<file path="src/rtl/priority_round_robin_scheduler_assert.svh">
// Assertion macros for the priority round-robin scheduler.
`ifndef PRIORITY_ROUND_ROBIN_SCHEDULER_ASSERT_SVH
`define PRIORITY_ROUND_ROBIN_SCHEDULER_ASSERT_SVH
`ifndef ASSERT_OFF
`define PRRS_ASSERT_IMPLY(lbl, ante, cons, msg) \
  lbl: assert property (@(posedge clk) disable iff (!rst_n) (ante) |-> (cons)) \
    else $error(msg);
`define PRRS_ASSERT_NEXT(lbl, ante, cons, msg) \
  lbl: assert property (@(posedge clk) disable iff (!rst_n) (ante) |=> (cons)) \
    else $error(msg);
`else
`define PRRS_ASSERT_IMPLY(lbl, ante, cons, msg)
`define PRRS_ASSERT_NEXT(lbl, ante, cons, msg)
`endif
`endif

</file>
<file path="src/rtl/prrs_pkg.sv">
// Shared constants, types and the ordering function of the scheduler.
`default_nettype none
package prrs_pkg;
  localparam int MAX_PROCS  = 8;
  localparam int TABLE_CAP  = 6;
  localparam int PROC_LIMIT = (MAX_PROCS < TABLE_CAP) ? MAX_PROCS : TABLE_CAP;
  localparam int SLOT_W     = $clog2(MAX_PROCS);
  localparam int LEN_W      = $clog2(MAX_PROCS + 1);

  // Command kinds.
  localparam logic [2:0] K_ADD     = 3'd0;
  localparam logic [2:0] K_TICK    = 3'd1;
  localparam logic [2:0] K_PREEMPT = 3'd2;
  localparam logic [2:0] K_BLOCK   = 3'd3;
  localparam logic [2:0] K_WAKE    = 3'd4;
  localparam logic [2:0] K_SUSPEND = 3'd5;
  localparam logic [2:0] K_RESUME  = 3'd6;
  localparam logic [2:0] K_CLEAR   = 3'd7;

  // Status codes.
  localparam logic [1:0] STAT_OK   = 2'd0;
  localparam logic [1:0] STAT_FULL = 2'd1;
  localparam logic [1:0] STAT_BAD  = 2'd2;

  // Process states.
  localparam logic [1:0] ST_READY = 2'd0;
  localparam logic [1:0] ST_RUN   = 2'd1;
  localparam logic [1:0] ST_WAIT  = 2'd2;
  localparam logic [1:0] ST_SUSP  = 2'd3;

  // Register indexes.
  localparam logic CFG_MODE  = 1'b0;
  localparam logic CFG_SLICE = 1'b1;

  // Cell operations.
  localparam logic [1:0] OP_HOLD  = 2'd0;
  localparam logic [1:0] OP_SHIFT = 2'd1;
  localparam logic [1:0] OP_LOAD  = 2'd2;
  localparam logic [1:0] OP_SORT  = 2'd3;

  typedef struct packed {
    logic [SLOT_W-1:0] slot;
    logic [7:0]        prio;
    logic [7:0]        ident;
  } cell_t;

  typedef struct packed {
    logic [1:0]       op;
    logic             parity;
    logic [LEN_W-1:0] len;
    cell_t            new_cell;
  } cell_ctrl_t;

  function automatic logic key_after(input cell_t a, input cell_t b);
    logic r;
    if (a.prio != b.prio) begin
      r = a.prio > b.prio;
    end else begin
      r = a.ident > b.ident;
    end
    return r;
  endfunction
endpackage
`default_nettype wire

</file>
<file path="src/rtl/priority_round_robin_scheduler.sv">
// Top level of the priority and round-robin process scheduler.
`default_nettype none
`include "priority_round_robin_scheduler_assert.svh"
// The scheduler keeps a table of eight slots, of which at most six hold
// processes, and a ready order kept in a chain of cells, one entry per cell.
// Each request carries one command (add, tick, preempt, block, wake, suspend,
// resume or clear) and yields exactly one response. A request is accepted,
// then executed against the table and the chain, and then its response is
// registered. A command that puts a process into the ready order while in
// priority mode adds a sort state before the response, in which the chain
// runs one odd-even transposition pass per cycle. A new request is accepted
// while an earlier response still waits on the output. Configuration writes
// are always accepted and take effect at once; they are meant to arrive only
// while no request is in flight. There is no clearing pass after reset.
module priority_round_robin_scheduler (
  input  wire logic        clk,
  input  wire logic        rst_n,
  input  wire logic        in_valid,
  output logic             in_ready,
  input  wire logic [2:0]  in_kind,
  input  wire logic [7:0]  in_target_id,
  input  wire logic [15:0] in_burst_time,
  input  wire logic [7:0]  in_prio_level,
  output logic             out_valid,
  input  wire logic        out_ready,
  output logic [1:0]       out_status_code,
  output logic [7:0]       out_assigned_id,
  output logic             out_run_valid,
  output logic [7:0]       out_run_id,
  output logic [15:0]      out_run_remaining,
  output logic             out_retired_valid,
  output logic             out_rotated_valid,
  output logic [3:0]       out_ready_count,
  output logic [3:0]       out_proc_count,
  input  wire logic        cfg_valid,
  output logic             cfg_ready,
  input  wire logic        cfg_index,
  input  wire logic [7:0]  cfg_wdata
);
  localparam int NP = prrs_pkg::MAX_PROCS;
  localparam int SW = prrs_pkg::SLOT_W;
  localparam int LW = prrs_pkg::LEN_W;

  localparam logic [1:0] S_IDLE = 2'd0;
  localparam logic [1:0] S_EXEC = 2'd1;
  localparam logic [1:0] S_SORT = 2'd2;
  localparam logic [1:0] S_RESP = 2'd3;

  logic [1:0]    fsm_r, fsm_nxt;
  logic          mode_r;
  logic [7:0]    slice_len_r;

  // Latched request.
  logic [2:0]    kind_r;
  logic [7:0]    target_r;
  logic [15:0]   burst_r;
  logic [7:0]    prio_r;

  // Process table.
  logic [NP-1:0] ent_valid_r;
  logic [7:0]    ent_ident_r [NP];
  logic [15:0]   ent_rem_r   [NP];
  logic [7:0]    ent_prio_r  [NP];
  logic [1:0]    ent_state_r [NP];

  logic [LW-1:0] len_r, len_nxt;
  logic          busy_r, busy_nxt;
  logic [SW-1:0] cpu_r, cpu_nxt;
  logic [7:0]    slice_r, slice_nxt;
  logic [7:0]    next_id_r, next_id_nxt;
  logic [SW-1:0] sort_cnt_r;

  // Results of the execute step, held until the response is registered.
  logic [1:0]    stat_r, ex_status;
  logic [7:0]    asg_r, ex_assigned;
  logic          ret_r, ex_retired;
  logic          rot_r, ex_rotated;

  // Execute-step decisions.
  logic          ex_append, ex_drop, ex_sort, ex_clear;
  logic [SW-1:0] ex_app_slot, ex_drop_slot;
  logic          ex_new_we, ex_dec_we, ex_inval;
  logic          ex_st_we;
  logic [SW-1:0] ex_st_slot;
  logic [1:0]    ex_st_val;

  // Table lookups.
  logic          hit;
  logic [SW-1:0] hit_idx;
  logic [SW-1:0] free_idx;
  logic [LW-1:0] proc_cnt;
  logic [7:0]    slice_inc;

  // Chain.
  prrs_pkg::cell_t      cells [NP];
  prrs_pkg::cell_ctrl_t cctrl;
  logic [NP-1:0]        drop_match, shift_mask;

  logic out_valid_r;
  logic do_exec, do_resp;

  assign in_ready  = (fsm_r == S_IDLE);
  assign cfg_ready = 1'b1;
  assign do_exec   = (fsm_r == S_EXEC);
  assign do_resp   = (fsm_r == S_RESP) && (!out_valid_r || out_ready);

  always_comb begin
    hit      = 1'b0;
    hit_idx  = '0;
    free_idx = '0;
    proc_cnt = '0;
    for (int i = NP - 1; i >= 0; i--) begin
      if (ent_valid_r[i] && (ent_ident_r[i] == target_r)) begin
        hit     = 1'b1;
        hit_idx = SW'(i);
      end
      if (!ent_valid_r[i]) begin
        free_idx = SW'(i);
      end
    end
    for (int i = 0; i < NP; i++) begin
      proc_cnt = proc_cnt + LW'(ent_valid_r[i]);
    end
  end

  assign slice_inc = (slice_r != 8'hFF) ? (slice_r + 8'd1) : slice_r;

  always_comb begin
    ex_status    = prrs_pkg::STAT_OK;
    ex_assigned  = '0;
    ex_retired   = 1'b0;
    ex_rotated   = 1'b0;
    ex_append    = 1'b0;
    ex_app_slot  = cpu_r;
    ex_drop      = 1'b0;
    ex_drop_slot = hit_idx;
    ex_sort      = 1'b0;
    ex_clear     = 1'b0;
    ex_new_we    = 1'b0;
    ex_dec_we    = 1'b0;
    ex_inval     = 1'b0;
    ex_st_we     = 1'b0;
    ex_st_slot   = cpu_r;
    ex_st_val    = prrs_pkg::ST_READY;
    busy_nxt     = busy_r;
    cpu_nxt      = cpu_r;
    slice_nxt    = slice_r;
    next_id_nxt  = next_id_r;
    case (kind_r)
      prrs_pkg::K_ADD: begin
        if (proc_cnt >= LW'(prrs_pkg::PROC_LIMIT)) begin
          ex_status = prrs_pkg::STAT_FULL;
        end else begin
          ex_new_we   = 1'b1;
          ex_assigned = next_id_r;
          next_id_nxt = next_id_r + 8'd1;
          ex_append   = 1'b1;
          ex_app_slot = free_idx;
          ex_st_we    = 1'b1;
          ex_st_slot  = free_idx;
          ex_sort     = !mode_r;
        end
      end
      prrs_pkg::K_TICK: begin
        if (!busy_r) begin
          if (len_r != '0) begin
            cpu_nxt      = cells[0].slot;
            ex_drop      = 1'b1;
            ex_drop_slot = cells[0].slot;
            ex_st_we     = 1'b1;
            ex_st_slot   = cells[0].slot;
            ex_st_val    = prrs_pkg::ST_RUN;
            busy_nxt     = 1'b1;
            slice_nxt    = '0;
          end
        end else if (ent_rem_r[cpu_r] == '0) begin
          ex_inval   = 1'b1;
          busy_nxt   = 1'b0;
          ex_retired = 1'b1;
        end else begin
          ex_dec_we = 1'b1;
          if (mode_r) begin
            slice_nxt = slice_inc;
            if (slice_inc >= slice_len_r) begin
              busy_nxt   = 1'b0;
              ex_append  = 1'b1;
              ex_st_we   = 1'b1;
              ex_rotated = 1'b1;
            end
          end
        end
      end
      prrs_pkg::K_PREEMPT, prrs_pkg::K_BLOCK: begin
        if (!busy_r) begin
          ex_status = prrs_pkg::STAT_BAD;
        end else begin
          busy_nxt = 1'b0;
          ex_st_we = 1'b1;
          if (kind_r == prrs_pkg::K_PREEMPT) begin
            ex_append = 1'b1;
            ex_sort   = !mode_r;
          end else begin
            ex_st_val = prrs_pkg::ST_WAIT;
          end
        end
      end
      prrs_pkg::K_WAKE, prrs_pkg::K_RESUME: begin
        if (!hit || (ent_state_r[hit_idx] != ((kind_r == prrs_pkg::K_WAKE) ?
                                               prrs_pkg::ST_WAIT : prrs_pkg::ST_SUSP))) begin
          ex_status = prrs_pkg::STAT_BAD;
        end else begin
          ex_append   = 1'b1;
          ex_app_slot = hit_idx;
          ex_st_we    = 1'b1;
          ex_st_slot  = hit_idx;
          ex_sort     = !mode_r;
        end
      end
      prrs_pkg::K_SUSPEND: begin
        if (!hit || (ent_state_r[hit_idx] == prrs_pkg::ST_SUSP)) begin
          ex_status = prrs_pkg::STAT_BAD;
        end else begin
          if (ent_state_r[hit_idx] == prrs_pkg::ST_RUN) begin
            busy_nxt = 1'b0;
          end else if (ent_state_r[hit_idx] == prrs_pkg::ST_READY) begin
            ex_drop = 1'b1;
          end
          ex_st_we   = 1'b1;
          ex_st_slot = hit_idx;
          ex_st_val  = prrs_pkg::ST_SUSP;
        end
      end
      default: begin
        ex_clear    = 1'b1;
        busy_nxt    = 1'b0;
        cpu_nxt     = '0;
        slice_nxt   = '0;
        next_id_nxt = '0;
      end
    endcase
  end

  // Removal compacts the chain: every cell at or after the match takes its
  // right neighbor.
  always_comb begin
    logic acc;
    acc = 1'b0;
    for (int i = 0; i < NP; i++) begin
      drop_match[i] = (cells[i].slot == ex_drop_slot) && (LW'(i) < len_r);
      acc           = acc | drop_match[i];
      shift_mask[i] = acc;
    end
  end

  always_comb begin
    cctrl.op                = prrs_pkg::OP_HOLD;
    cctrl.parity            = sort_cnt_r[0];
    cctrl.len               = len_r;
    cctrl.new_cell.slot     = ex_app_slot;
    cctrl.new_cell.prio     = (kind_r == prrs_pkg::K_ADD) ? prio_r : ent_prio_r[ex_app_slot];
    cctrl.new_cell.ident    = (kind_r == prrs_pkg::K_ADD) ? next_id_r : ent_ident_r[ex_app_slot];
    if (do_exec && ex_append && (len_r < LW'(NP))) begin
      cctrl.op = prrs_pkg::OP_LOAD;
    end else if (do_exec && ex_drop) begin
      cctrl.op = prrs_pkg::OP_SHIFT;
    end else if (fsm_r == S_SORT) begin
      cctrl.op = prrs_pkg::OP_SORT;
    end
  end

  for (genvar g = 0; g < NP; g++) begin : g_cell
    prrs_cell u_cell (
      .clk      (clk),
      .self_idx (SW'(g)),
      .ctrl     (cctrl),
      .shift_en (shift_mask[g]),
      .left_i   (cells[(g == 0) ? 0 : g - 1]),
      .right_i  (cells[(g == NP - 1) ? g : g + 1]),
      .cell_o   (cells[g])
    );
  end

  always_comb begin
    len_nxt = len_r;
    if (ex_clear) begin
      len_nxt = '0;
    end else if (ex_append) begin
      if (len_r < LW'(NP)) begin
        len_nxt = len_r + 1'b1;
      end
    end else if (ex_drop && (drop_match != '0)) begin
      len_nxt = len_r - 1'b1;
    end
  end

  always_comb begin
    fsm_nxt = fsm_r;
    unique case (fsm_r)
      S_IDLE: begin
        if (in_valid) begin
          fsm_nxt = S_EXEC;
        end
      end
      S_EXEC: begin
        fsm_nxt = (ex_append && ex_sort) ? S_SORT : S_RESP;
      end
      S_SORT: begin
        if (sort_cnt_r == SW'(NP - 1)) begin
          fsm_nxt = S_RESP;
        end
      end
      S_RESP: begin
        if (do_resp) begin
          fsm_nxt = S_IDLE;
        end
      end
      default: begin
        fsm_nxt = S_IDLE;
      end
    endcase
  end

  always_ff @(posedge clk) begin
    if (!rst_n) begin
      fsm_r       <= S_IDLE;
      mode_r      <= 1'b0;
      slice_len_r <= 8'd5;
      ent_valid_r <= '0;
      len_r       <= '0;
      busy_r      <= 1'b0;
      cpu_r       <= '0;
      slice_r     <= '0;
      next_id_r   <= '0;
      sort_cnt_r  <= '0;
      out_valid_r <= 1'b0;
    end else begin
      fsm_r <= fsm_nxt;
      if (cfg_valid && cfg_ready) begin
        if (cfg_index == prrs_pkg::CFG_MODE) begin
          mode_r <= cfg_wdata[0];
        end else begin
          slice_len_r <= cfg_wdata;
        end
      end
      if (do_exec) begin
        len_r     <= len_nxt;
        busy_r    <= busy_nxt;
        cpu_r     <= cpu_nxt;
        slice_r   <= slice_nxt;
        next_id_r <= next_id_nxt;
        if (ex_clear) begin
          ent_valid_r <= '0;
        end else if (ex_new_we) begin
          ent_valid_r[free_idx] <= 1'b1;
        end else if (ex_inval) begin
          ent_valid_r[cpu_r] <= 1'b0;
        end
      end
      sort_cnt_r <= (fsm_r == S_SORT) ? (sort_cnt_r + 1'b1) : '0;
      if (do_resp) begin
        out_valid_r <= 1'b1;
      end else if (out_ready) begin
        out_valid_r <= 1'b0;
      end
    end
  end

  always_ff @(posedge clk) begin
    if (in_valid && in_ready) begin
      kind_r   <= in_kind;
      target_r <= in_target_id;
      burst_r  <= in_burst_time;
      prio_r   <= in_prio_level;
    end
    if (do_exec) begin
      stat_r <= ex_status;
      asg_r  <= ex_assigned;
      ret_r  <= ex_retired;
      rot_r  <= ex_rotated;
      if (ex_new_we) begin
        ent_ident_r[free_idx] <= next_id_r;
        ent_rem_r[free_idx]   <= burst_r;
        ent_prio_r[free_idx]  <= prio_r;
      end
      if (ex_dec_we) begin
        ent_rem_r[cpu_r] <= ent_rem_r[cpu_r] - 16'd1;
      end
      if (ex_st_we) begin
        ent_state_r[ex_st_slot] <= ex_st_val;
      end
    end
    if (do_resp) begin
      out_status_code   <= stat_r;
      out_assigned_id   <= asg_r;
      out_run_valid     <= busy_r;
      out_run_id        <= busy_r ? ent_ident_r[cpu_r] : 8'd0;
      out_run_remaining <= busy_r ? ent_rem_r[cpu_r] : 16'd0;
      out_retired_valid <= ret_r;
      out_rotated_valid <= rot_r;
      out_ready_count   <= 4'(len_r);
      out_proc_count    <= 4'(proc_cnt);
    end
  end

  assign out_valid = out_valid_r;

  // The ready order never holds more processes than the table may.
  `PRRS_ASSERT_IMPLY(a_len_bound, 1'b1, len_r <= LW'(prrs_pkg::PROC_LIMIT), "ready order too long")
  // A running process always occupies a valid slot.
  `PRRS_ASSERT_IMPLY(a_busy_valid, busy_r, ent_valid_r[cpu_r], "running slot not valid")
  // The head of the ready order refers to a valid slot.
  `PRRS_ASSERT_IMPLY(a_head_valid, len_r != '0, ent_valid_r[cells[0].slot], "ready head not valid")
  // One request at a time: an accepted request blocks the next cycle.
  `PRRS_ASSERT_NEXT(a_one_req, in_valid && in_ready, !in_ready, "request overlap")
endmodule
`default_nettype wire

</file>
<file path="src/rtl/prrs_cell.sv">
// One cell of the ready-order chain: holds one entry and trades with its neighbors.
`default_nettype none
module prrs_cell (
  input  wire logic                        clk,
  input  wire logic [prrs_pkg::SLOT_W-1:0] self_idx,
  input  wire prrs_pkg::cell_ctrl_t        ctrl,
  input  wire logic                        shift_en,
  input  wire prrs_pkg::cell_t             left_i,
  input  wire prrs_pkg::cell_t             right_i,
  output prrs_pkg::cell_t                  cell_o
);
  prrs_pkg::cell_t             cell_r;
  prrs_pkg::cell_t             cell_nxt;
  logic [prrs_pkg::LEN_W-1:0]  idx_ext;
  logic                        is_left;

  assign idx_ext = prrs_pkg::LEN_W'(self_idx);
  assign is_left = (self_idx[0] == ctrl.parity);

  always_comb begin
    cell_nxt = cell_r;
    case (ctrl.op)
      prrs_pkg::OP_SHIFT: begin
        if (shift_en) begin
          cell_nxt = right_i;
        end
      end
      prrs_pkg::OP_LOAD: begin
        if (idx_ext == ctrl.len) begin
          cell_nxt = ctrl.new_cell;
        end
      end
      prrs_pkg::OP_SORT: begin
        // Odd-even transposition: swap a pair only when strictly out of order.
        if (is_left) begin
          if ((idx_ext + 1'b1 < ctrl.len) && prrs_pkg::key_after(cell_r, right_i)) begin
            cell_nxt = right_i;
          end
        end else if ((self_idx != '0) && (idx_ext < ctrl.len) &&
                     prrs_pkg::key_after(left_i, cell_r)) begin
          cell_nxt = left_i;
        end
      end
      default: begin
        cell_nxt = cell_r;
      end
    endcase
  end

  always_ff @(posedge clk) begin
    cell_r <= cell_nxt;
  end

  assign cell_o = cell_r;
endmodule
`default_nettype wire

</file>
<file path="config.mk">
export PLATFORM = sky130hd
export DESIGN_NAME = priority_round_robin_scheduler
export DESIGN_NICKNAME = d
export VERILOG_FILES = /design/src/rtl/prrs_pkg.sv /design/src/rtl/priority_round_robin_scheduler.sv /design/src/rtl/prrs_cell.sv
export VERILOG_INCLUDE_DIRS = /design/src /design/src/rtl
export SDC_FILE = /design/constraint.sdc
export NUM_CORES = 1
export LEC_CHECK = 0
export BUFFER_PORTS_ARGS = -buffer_cell sky130_fd_sc_hd__buf_4
export CAP_MARGIN = 25
export CELL_PAD_IN_SITES_DETAIL_PLACEMENT = 1
export CELL_PAD_IN_SITES_GLOBAL_PLACEMENT = 1
export CORE_ASPECT_RATIO = 1.25
export CORE_MARGIN = 2
export CORE_UTILIZATION = 50
export CTS_BUF_LIST = sky130_fd_sc_hd__clkbuf_4 sky130_fd_sc_hd__clkbuf_8 sky130_fd_sc_hd__clkbuf_16
export CTS_CLUSTER_DIAMETER = 150
export CTS_CLUSTER_SIZE = 8
export DETAILED_ROUTE_END_ITERATION = 12
export HOLD_SLACK_MARGIN = 0.05
export PLACE_DENSITY_LB_ADDON = 0.1
export SLEW_MARGIN = 15
export SYNTH_ARGS = -nofsm -noshare
export SYNTH_HDL_FRONTEND = slang
export SYNTH_SLANG_ARGS = --single-unit
</file>
<file path="constraint.sdc">
create_clock -name clk -period 17.5 [get_ports clk]
set_clock_uncertainty 0.1 [all_clocks]
set_input_delay 5.25 -clock clk [delete_from_list [all_inputs] [get_ports clk]]
set_output_delay 5.25 -clock clk [all_outputs]
set_load 0.05 [all_outputs]
</file>
==> results of run 1 <==
## area by class of cell
class                      count  area, sq um  area share (%)
clock buffer                 102         2170            6.48
clock inverter                 8          138           0.411
timing repair buffer         151         1210            3.61
inverter                     168          631            1.88
multi-input combinational   1596        11900            35.5
sequential                   566        16500            49.3
tap                          757          947            2.83
## synth_stat cells, types with 15 or more instances
library cell and instances:
nor2b_1 47, nor2_1 119, nor3_1 38, xnor2_1 80
nand3_1 71, and3_1 16, nand2b_1 23, nand2_1 150
mux2i_1 39, a21oi_1 89, inv_1 165, a21o_1 47
ha_1 137, nand4_1 50, a221o_1 25, buf_4 15
and2_1 22, o21ai_1 75, edfxtp_1 516, o21ai_0 160
xor2_1 24, a41oi_1 17, o21a_1 15, a22oi_1 102
mux4_2 51, dfxtp_1 50, clkbuf_1 75, buf_2 16
## final timing paths
check / start / to / slack, ns
worst max-delay path: register / g_cell[2].u_cell.cell_o[10]$_DFFE_PP_ / 10.16
worst min-delay path: asg_r[6]$_SDFFCE_PP0P_ / out_assigned_id[6]$_DFFE_PP_ / 0.33
worst max register to register: register / g_cell[2].u_cell.cell_o[10]$_DFFE_PP_ / 10.16
worst min register to register: asg_r[6]$_SDFFCE_PP0P_ / out_assigned_id[6]$_DFFE_PP_ / 0.33
## logic make-up (layout without fill, tap and decap cells)
kind of cell             Yosys count  after routing
AO/OA/AOI/OAI                    657            657
AND/OR/NAND/NOR                  592            592
flip-flops                       566            566
buffers and inverters            289            429
adder cells (fa/ha/maj)          141            141
XOR/XNOR                         104            104
multiplexers                     101            101
other                              1              1
## registers in the layout (all words and copies together) (netlist names), 4 cells and up, named ones only
name / flops
slice_len_r: 8
g_cell.u_cell.cell_o: 152
out_assigned_id: 8
slice_r: 8
out_run_id: 8
ent_state_r: 16
next_id_r: 8
asg_r: 8
ent_prio_r: 64
burst_r: 16
out_ready_count: 4
out_run_remaining: 16
out_proc_count: 4
ent_rem_r: 128
target_r: 8
prio_r: 8
ent_ident_r: 64
ent_valid_r: 8
len_r: 4
## power groups by stage
stage	Sequential, uW	Combinational [uW]	Clock (uW)
2_1_floorplan	1890	708	0
3_3_place_gp	1910	1030	0
3_5_place_dp	1920	1090	0
4_1_cts	1900	1110	1460
5_1_grt	1920	1210	1510
6_report	1900	1100	1440
## through the flow
stage / instances / cell area [sq um] / hold slack (ns) / utilization (%)
2_1_floorplan: 2451 / 29500 / 0.300 / -
3_3_place_gp: 3232 / 31000 / 0.309 / 53.2
3_5_place_dp: 3236 / 31100 / 0.305 / 53.3
4_1_cts: 3346 / 33400 / 0.331 / 57.3
5_1_grt: 3348 / 33500 / 0.337 / 57.4
6_report: 3348 / 33500 / 0.329 / 57.4
## worst max-delay path: stages (launching register included)
cell and delay (ns):
dfxtp_2 0.53, buf_4 0.52, mux4_2 0.56, mux2i_1 0.49
ha_1 0.31, o21ai_0 0.16, nor3_1 0.40, and2_1 0.27
nand3_1 0.25, nand3_1 0.34, nor3b_1 0.19, o311ai_4 0.42
a21boi_4 0.23, buf_4 0.50, buf_4 0.70, a21oi_1 0.14
nor4b_2 0.37, buf_4 0.39
## routing by layer
layer  up-vias  share of wire (%)
li1       9514                  -
met1     10800                 39
met2       778                 51
met3       252                5.1
met4         0                5.1
met5         -                  0
==> impl_metrics.toml, run 1 <==
[timing]
setup_slack_ns = 10.16
slew_viol_final = 0
period_needed_ns = 7.34
tightest_slew_ns = 1.07
relSlewSlack_pct = 28.2
min_period_over_period_pct = 41.9
fmax_mhz = 136
fin_tns_setup_ns = 0
hold_violations = 0
rsz0062_at_grt = "no"
setup_viol = 0

[grt]
grt_pass1_wl_mm = 138
grt_pass1_vias = 22700
antenna_found_initial = 1
gr-usage-met1_pct = 35.9
grt_use_met3_pct = 3.65
gr-total-overflow = 0
grt-busiest-layer = "met2"
use_met2_pct = 52.6
grt_max_degree = 64
grt_use_total_pct = 29.8

[clock_network]
cts-resized-gates = 0
h-tree-depth = 3
clk_pin_slew_ns = 0.06
cts_tree = "built"
clkLatencyLatePin_ns = 0.64
cts-root-buf = "clkbuf_16"
cts_setup_buffers = 0
clock_path_buffers = 3
hold_buffers = 0
cts.sinks = 566
numCtsBuffers = 80

[floorplan]
die_h_um = 276
die_x_um = 221
die_area_sq_um = 61000
start_util_pct = 50.6
rows = 99
io_pins = 97
core_area_sq_um = 58300

[synth]
synthMuxAreaShare_pct = 5.64
yosysTopAreaCell = "edfxtp_1"
synth_fa_ha_area_share_pct = 6.08
synth.avg_cell_area_sq_um = 12.0
ys_types = 92
yosys.area_share.simple_pct = 10.1
synth_nets = 2641
synth_top_family_by_area = "compound AO/OA/AOI/OAI gates"
synth_area_sq_um = 29500
yosysSeqAreaShare_pct = 55.9
ys_warn_count = 0
synth_edf_count = 516
async_flop_share_pct = 0
ys.flop_type = "edfxtp_1"
synth_seq_cells = 566
synth-compound-area-share_pct = 15.0
synthXorXnorAreaFrac_pct = 3.09
yosys.area.top_type_share_pct = 52.5
syn_inst = 2451
ys_top_cells_by_area = "edfxtp_1, ha_1, mux4_2"

[drt]
drt_iter0_drc = 1835
avgRoutedWirePerCell_um = 27.3
drc = 0
drt_first_pass_iters = 5
antenna_left = 0
viasPerCell = 6.39
vias = 21400
wl_mm = 91.4

[pwr]
pwr_density_cell_nw_per_um2 = 133
seqPwrFrac_pct = 42.7
leakage_uw = 0.0124
power.total_uw = 4440
vdd_drop_max_v = 0.0000971
power_switching_uw = 1450
power_frac_comb_pct = 24.8
switching_share_pct = 32.6
p_int_uw = 2990
power.share.clock_pct = 32.4

[finish]
area_growth_pct = 13.5
final_common_cell = "edfxtp_1"
fill_cells = 5854
antenna_cells = 0
nNetsFinal = 2753
final_cell_mix = "edfxtp_1, inv_1, o21ai_0"
final_layout_size_suffix_gt1_share_pct = 14.7

[setup_path]
path_class = "reg2reg"
required_ns = 17.68
end_kind = "register"
crit_path_start_kind = "register"
cp.arrival_ns = 7.52
rr_worst_depth = 17
cp_max_fo = 63

[place]
dp_slack_ns = 10.19
hpwl_mm = 62.2
gp_congestion = 0.886
numPortBuffers = 95

[outcome]
outcome = "complete, no violations"

[worst_hold_path]
min_path_type = "reg2reg"
holdPathStages = 0

[run]
max_cap_viol_count = 0
(Power assumes the default switching activity.)
==> inputs of run 2 (changes only) <==
==> constraint.sdc (replaced) <==
create_clock -name clk -period 7.56 [get_ports clk]
set_clock_uncertainty 0.1 [all_clocks]
set_input_delay 2.268 -clock clk [delete_from_list [all_inputs] [get_ports clk]]
set_output_delay 2.268 -clock clk [all_outputs]
set_load 0.05 [all_outputs]
==> impl_metrics.toml, run 2 (synthesis gave the netlist of run 1 again) <==
[outcome]
outcome = "complete, no violations"

[grt]
grt_pass1_wl_mm = 139
grt_pass1_vias = 23000
grt_use_total_pct = 29.7
antenna_found_initial = 0
gr-total-overflow = 0
grt_max_degree = 64

[clock_network]
h-tree-depth = 3
clkLatencyLatePin_ns = 0.63
cts.sinks = 566
cts-root-buf = "clkbuf_16"
numCtsBuffers = 80
clk_pin_slew_ns = 0.05
cts_setup_buffers = 0
hold_buffers = 0
cts_tree = "built"
cts-resized-gates = 0
clock_path_buffers = 3

[finish]
final_cell_mix = "edfxtp_1, inv_1, o21ai_0"
largest_reg_flops = 152
nNetsFinal = 2753
antenna_cells = 0
area_growth_pct = 14.1
final_common_cell = "edfxtp_1"
fill_cells = 5902
stdcell_area_sq_um = 33600
final_layout_size_suffix_gt1_share_pct = 15.4

[setup_path]
path_class = "reg2reg"
end_kind = "register"
crit_path_start_kind = "register"
rr_worst_depth = 20
cp.arrival_ns = 6.85
r2r_slack_ns = 1.08
rr_startpoint = "ent_valid_r[3]$_SDFFE_PN0P_"
r2r_end = "g_cell[4].u_cell.cell_o[3]$_DFFE_PP_"
required_ns = 7.93
cp_max_fo = 61

[pwr]
leakage_uw = 0.0125
power_switching_uw = 3420
p_int_uw = 7070
power_frac_comb_pct = 24.3
vdd_drop_max_v = 0.000242
switching_share_pct = 32.6
seqPwrFrac_pct = 42.0
power.share.clock_pct = 33.7
pwr_density_cell_nw_per_um2 = 312

[drt]
viasPerCell = 6.31
vias = 21300
drc = 0
wl_mm = 90.4
drt_iter0_drc = 1479
drt_first_pass_iters = 5
avgRoutedWirePerCell_um = 26.8
antenna_left = 0

[timing]
tightest_slew_ns = 1.05
period_needed_ns = 6.48
setup_viol = 0
min_period_over_period_pct = 85.7
rsz0062_at_grt = "no"
relSlewSlack_pct = 29.9
fin_tns_setup_ns = 0
slew_viol_final = 0
hold_violations = 0
fmax_mhz = 154
hold-worst-slack_ns = 0.324

[floorplan]
start_util_pct = 50.6
io_pins = 97
die_area_sq_um = 61000
die_h_um = 276
rows = 99
core_area_sq_um = 58300
die_x_um = 221

[worst_hold_path]
min_to = "out_assigned_id[5]$_DFFE_PP_"
min_path_type = "reg2reg"
holdPathStages = 0
hp-start = "asg_r[5]$_SDFFCE_PP0P_"

[run]
max_cap_viol_count = 0

[place]
gp_congestion = 0.930
hpwl_mm = 62.6
numPortBuffers = 95
placement.cell_area_sq_um = 31100
## run 2: changes by cell type in the layout (fill, tap and decap cells not counted), sizes merged
cell    change
clkbuf     +24
## run 2: area by class of cell
cell class	count	area, sq um	area share [%]
Timing Repair Buffer	151	1170	3.48
Clock inverter	8	176	0.524
Sequential cell	566	16500	49.0
Tap cell	757	947	2.82
Multi-Input combinational cell	1596	11900	35.3
Inverter	168	631	1.87
Clock buffer	126	2350	6.98
## run 2: worst max-delay path by stage
| stage | startpoint | end | slack, ns | cells past startpoint |
|---|---|---|---|---|
| after floorplan | ent_valid_r[0]$_SDFFE_PN0P_ | g_cell[5].u_cell.cell_o[0]$_DFFE_PP_ | 0.72 | 20 |
| final | ent_valid_r[3]$_SDFFE_PN0P_ | g_cell[4].u_cell.cell_o[3]$_DFFE_PP_ | 1.08 | 20 |
| after CTS | register | g_cell[1].u_cell.cell_o[12]$_DFFE_PP_ | 1.0 | 16 |
| after detailed placement | register | g_cell[1].u_cell.cell_o[10]$_DFFE_PP_ | 1.09 | 16 |
| after global placement | register | g_cell[5].u_cell.cell_o[10]$_DFFE_PP_ | 1.21 | 15 |
| after global routing | register | g_cell[4].u_cell.cell_o[8]$_DFFE_PP_ | 0.63 | 16 |
## run 2: critical path: stages, from the launching register on
cell,delay [ns]
dfxtp_1,0.57
fa_1,0.49
inv_1,0.08
fa_1,0.42
fa_1,0.45
inv_1,0.07
ha_1,0.16
inv_1,0.06
fa_1,0.37
xnor2_1,0.22
nand2_1,0.13
nand2_1,0.17
nor2_1,0.15
a21oi_1,0.29
nor2_1,0.13
o311ai_4,0.42
and4_4,0.87
or2_2,0.23
buf_4,0.60
a22oi_1,0.14
o21ai_1,0.14
## run 2: power groups by stage
stage | combinational, uW | clock [uW] | sequential (uW)
floorplan | 1640 | 0 | 4370
global placement | 2390 | 0 | 4440
detailed placement | 2530 | 0 | 4460
CTS | 2550 | 3590 | 4400
global route | 2810 | 3710 | 4450
finish | 2550 | 3540 | 4410
## run 2: metal layers
| layer | GRT usage [%] | up-vias | part of all wire, % |
|---|---|---|---|
| met1 | 35.2 | 10800 | 39 |
| met5 | 0 | - | 0 |
| met2 | 53.8 | 703 | 52 |
| met3 | 3.85 | 232 | 4.8 |
| li1 | - | 9529 | - |
| met4 | 13.8 | 0 | 4.2 |
## run 2: stage by stage
| step | util, % | power, uW | setup slack (ns) | std cells |
|---|---|---|---|---|
| 2_1_floorplan | - | 6020 | 0.725 | 2451 |
| 3_3_place_gp | 53.2 | 6830 | 1.21 | 3234 |
| 3_5_place_dp | 53.3 | 6990 | 1.09 | 3235 |
| 4_1_cts | 57.6 | 10500 | 0.998 | 3369 |
| 5_1_grt | 57.7 | 11000 | 0.632 | 3372 |
| 6_report | 57.7 | 10500 | 1.08 | 3372 |
==> inputs of run 3 (changes only) <==
--- a/config.mk
+++ b/config.mk
@@ -19,6 +19,7 @@
 export DETAILED_ROUTE_END_ITERATION = 12
 export HOLD_SLACK_MARGIN = 0.05
 export PLACE_DENSITY_LB_ADDON = 0.1
+export RECOVER_POWER = 25
 export SLEW_MARGIN = 15
 export SYNTH_ARGS = -nofsm -noshare
 export SYNTH_HDL_FRONTEND = slang
==> impl_metrics.toml, run 3 (synthesis gave the netlist of run 1 again) <==
[outcome]
outcome = "complete, but fails checks"
violations = "max-capacitance violations, max-slew violations"

[setup_path]
crit_path_start_kind = "register"
end_kind = "register"
required_ns = 7.92
cp_max_fo = 61
path_class = "reg2reg"
cp.arrival_ns = 7.11

[grt]
grt_pass1_vias = 23000
grt_max_degree = 64
gr-total-overflow = 0
grt_use_total_pct = 29.7
grt_pass1_wl_mm = 139
antenna_found_initial = 0

[timing]
setup_viol = 0
tightest_slew_ns = 2.68
min_period_over_period_pct = 89.4
relSlewSlack_pct = -78.8
fin_tns_setup_ns = 0
period_needed_ns = 6.76
hold_violations = 0
rsz0062_at_grt = "no"
slew_viol_final = 203
fmax_mhz = 148

[clock_network]
cts-resized-gates = 0
clk_pin_slew_ns = 0.05
h-tree-depth = 3
cts.sinks = 566
numCtsBuffers = 80
clkLatencyLatePin_ns = 0.63
hold_buffers = 0
cts-root-buf = "clkbuf_16"
cts_setup_buffers = 0
clock_path_buffers = 3
cts_tree = "built"

[floorplan]
die_area_sq_um = 61000
die_x_um = 221
rows = 99
core_area_sq_um = 58300
start_util_pct = 50.6
io_pins = 97
die_h_um = 276

[place]
numPortBuffers = 95
placement.cell_area_sq_um = 31100
dp.cells = 3235
hpwl_mm = 62.6
gp_congestion = 0.930

[pwr]
power_frac_comb_pct = 24.2
pwr_density_cell_nw_per_um2 = 312
power.share.clock_pct = 33.7
p_int_uw = 7070
power_switching_uw = 3420
seqPwrFrac_pct = 42.0
vdd_drop_max_v = 0.000243
leakage_uw = 0.0124
switching_share_pct = 32.6

[finish]
final_layout_size_suffix_gt1_share_pct = 14.9
nNetsFinal = 2753
antenna_cells = 0
stdcell_count = 3372
largest_reg_flops = 152
area_growth_pct = 13.9
final_common_cell = "edfxtp_1"
stdcell_area_sq_um = 33600
final_cell_mix = "edfxtp_1, inv_1, o21ai_0"

[drt]
wl_mm = 90.4
drt_iter0_drc = 1413
avgRoutedWirePerCell_um = 26.8
vias = 21300
antenna_left = 0
drt_first_pass_iters = 5
drc = 0
viasPerCell = 6.31

[run]
max_cap_viol_count = 6

[worst_hold_path]
min_path_type = "reg2reg"
[run 3: worst paths after layout]
| check | start | end | slack, ns | cells past startpoint |
|---|---|---|---|---|
| min | asg_r[5]$_SDFFCE_PP0P_ | out_assigned_id[5]$_DFFE_PP_ | 0.32 | 0 |
| max reg2reg | register | g_cell[4].u_cell.cell_o[8]$_DFFE_PP_ | 0.80 | 16 |
| min reg2reg | asg_r[5]$_SDFFCE_PP0P_ | out_assigned_id[5]$_DFFE_PP_ | 0.32 | 0 |
| max | register | g_cell[4].u_cell.cell_o[8]$_DFFE_PP_ | 0.80 | 16 |
[run 3: layout make-up]
cell class / instances / area (sq um)
clock inverters: 8 / 176
well taps: 757 / 947
flip-flops and latches: 566 / 16500
multi-input cells: 1596 / 11900
clock buffers: 126 / 2350
inverters: 168 / 631
fillers: 5916 / 24800
repair buffers: 151 / 1120
[run 3: layer usage]
layer / global-route usage (%) / wire, um
met3: 3.85 / 4310
met1: 35.2 / 35200
met4: 13.8 / 3910
met2: 53.8 / 47000
met5: 0 / 0
[run 3: power groups by stage]
stage                     registers (uW)  logic [uW]  clock network (uW)
after floorplan                     4370        1640                   0
after detailed placement            4460        2530                   0
after global routing                4450        2800                3710
final                               4410        2540                3540
after global placement              4440        2390                   0
after CTS                           4400        2550                3590
[run 3: per-stage QoR]
step | hold slack [ns] | setup WS (ns) | power [uW] | utilization, %
finish | 0.322 | 0.803 | 10500 | 57.6
global route | 0.340 | 0.323 | 11000 | 57.6
CTS | 0.324 | 0.998 | 10500 | 57.6
detailed placement | 0.305 | 1.09 | 6990 | 53.3
global placement | 0.313 | 1.21 | 6830 | 53.2
floorplan | 0.300 | 0.725 | 6020 | -
[run 3: worst max-delay path, cell delays in order (launching register included)]
cell and delay, ns:
dfxtp_1 0.71, buf_4 0.54, mux4_2 0.59, nor3_1 0.20
a21oi_1 0.12, nand3b_1 0.28, nor3_1 0.38, and2_1 0.29
nand3_1 0.25, nand3_1 0.33, nor3b_1 0.23, o311ai_4 0.48
and4_4 0.87, or2_2 0.23, buf_4 0.59, a22oi_1 0.16
o21ai_0 0.14
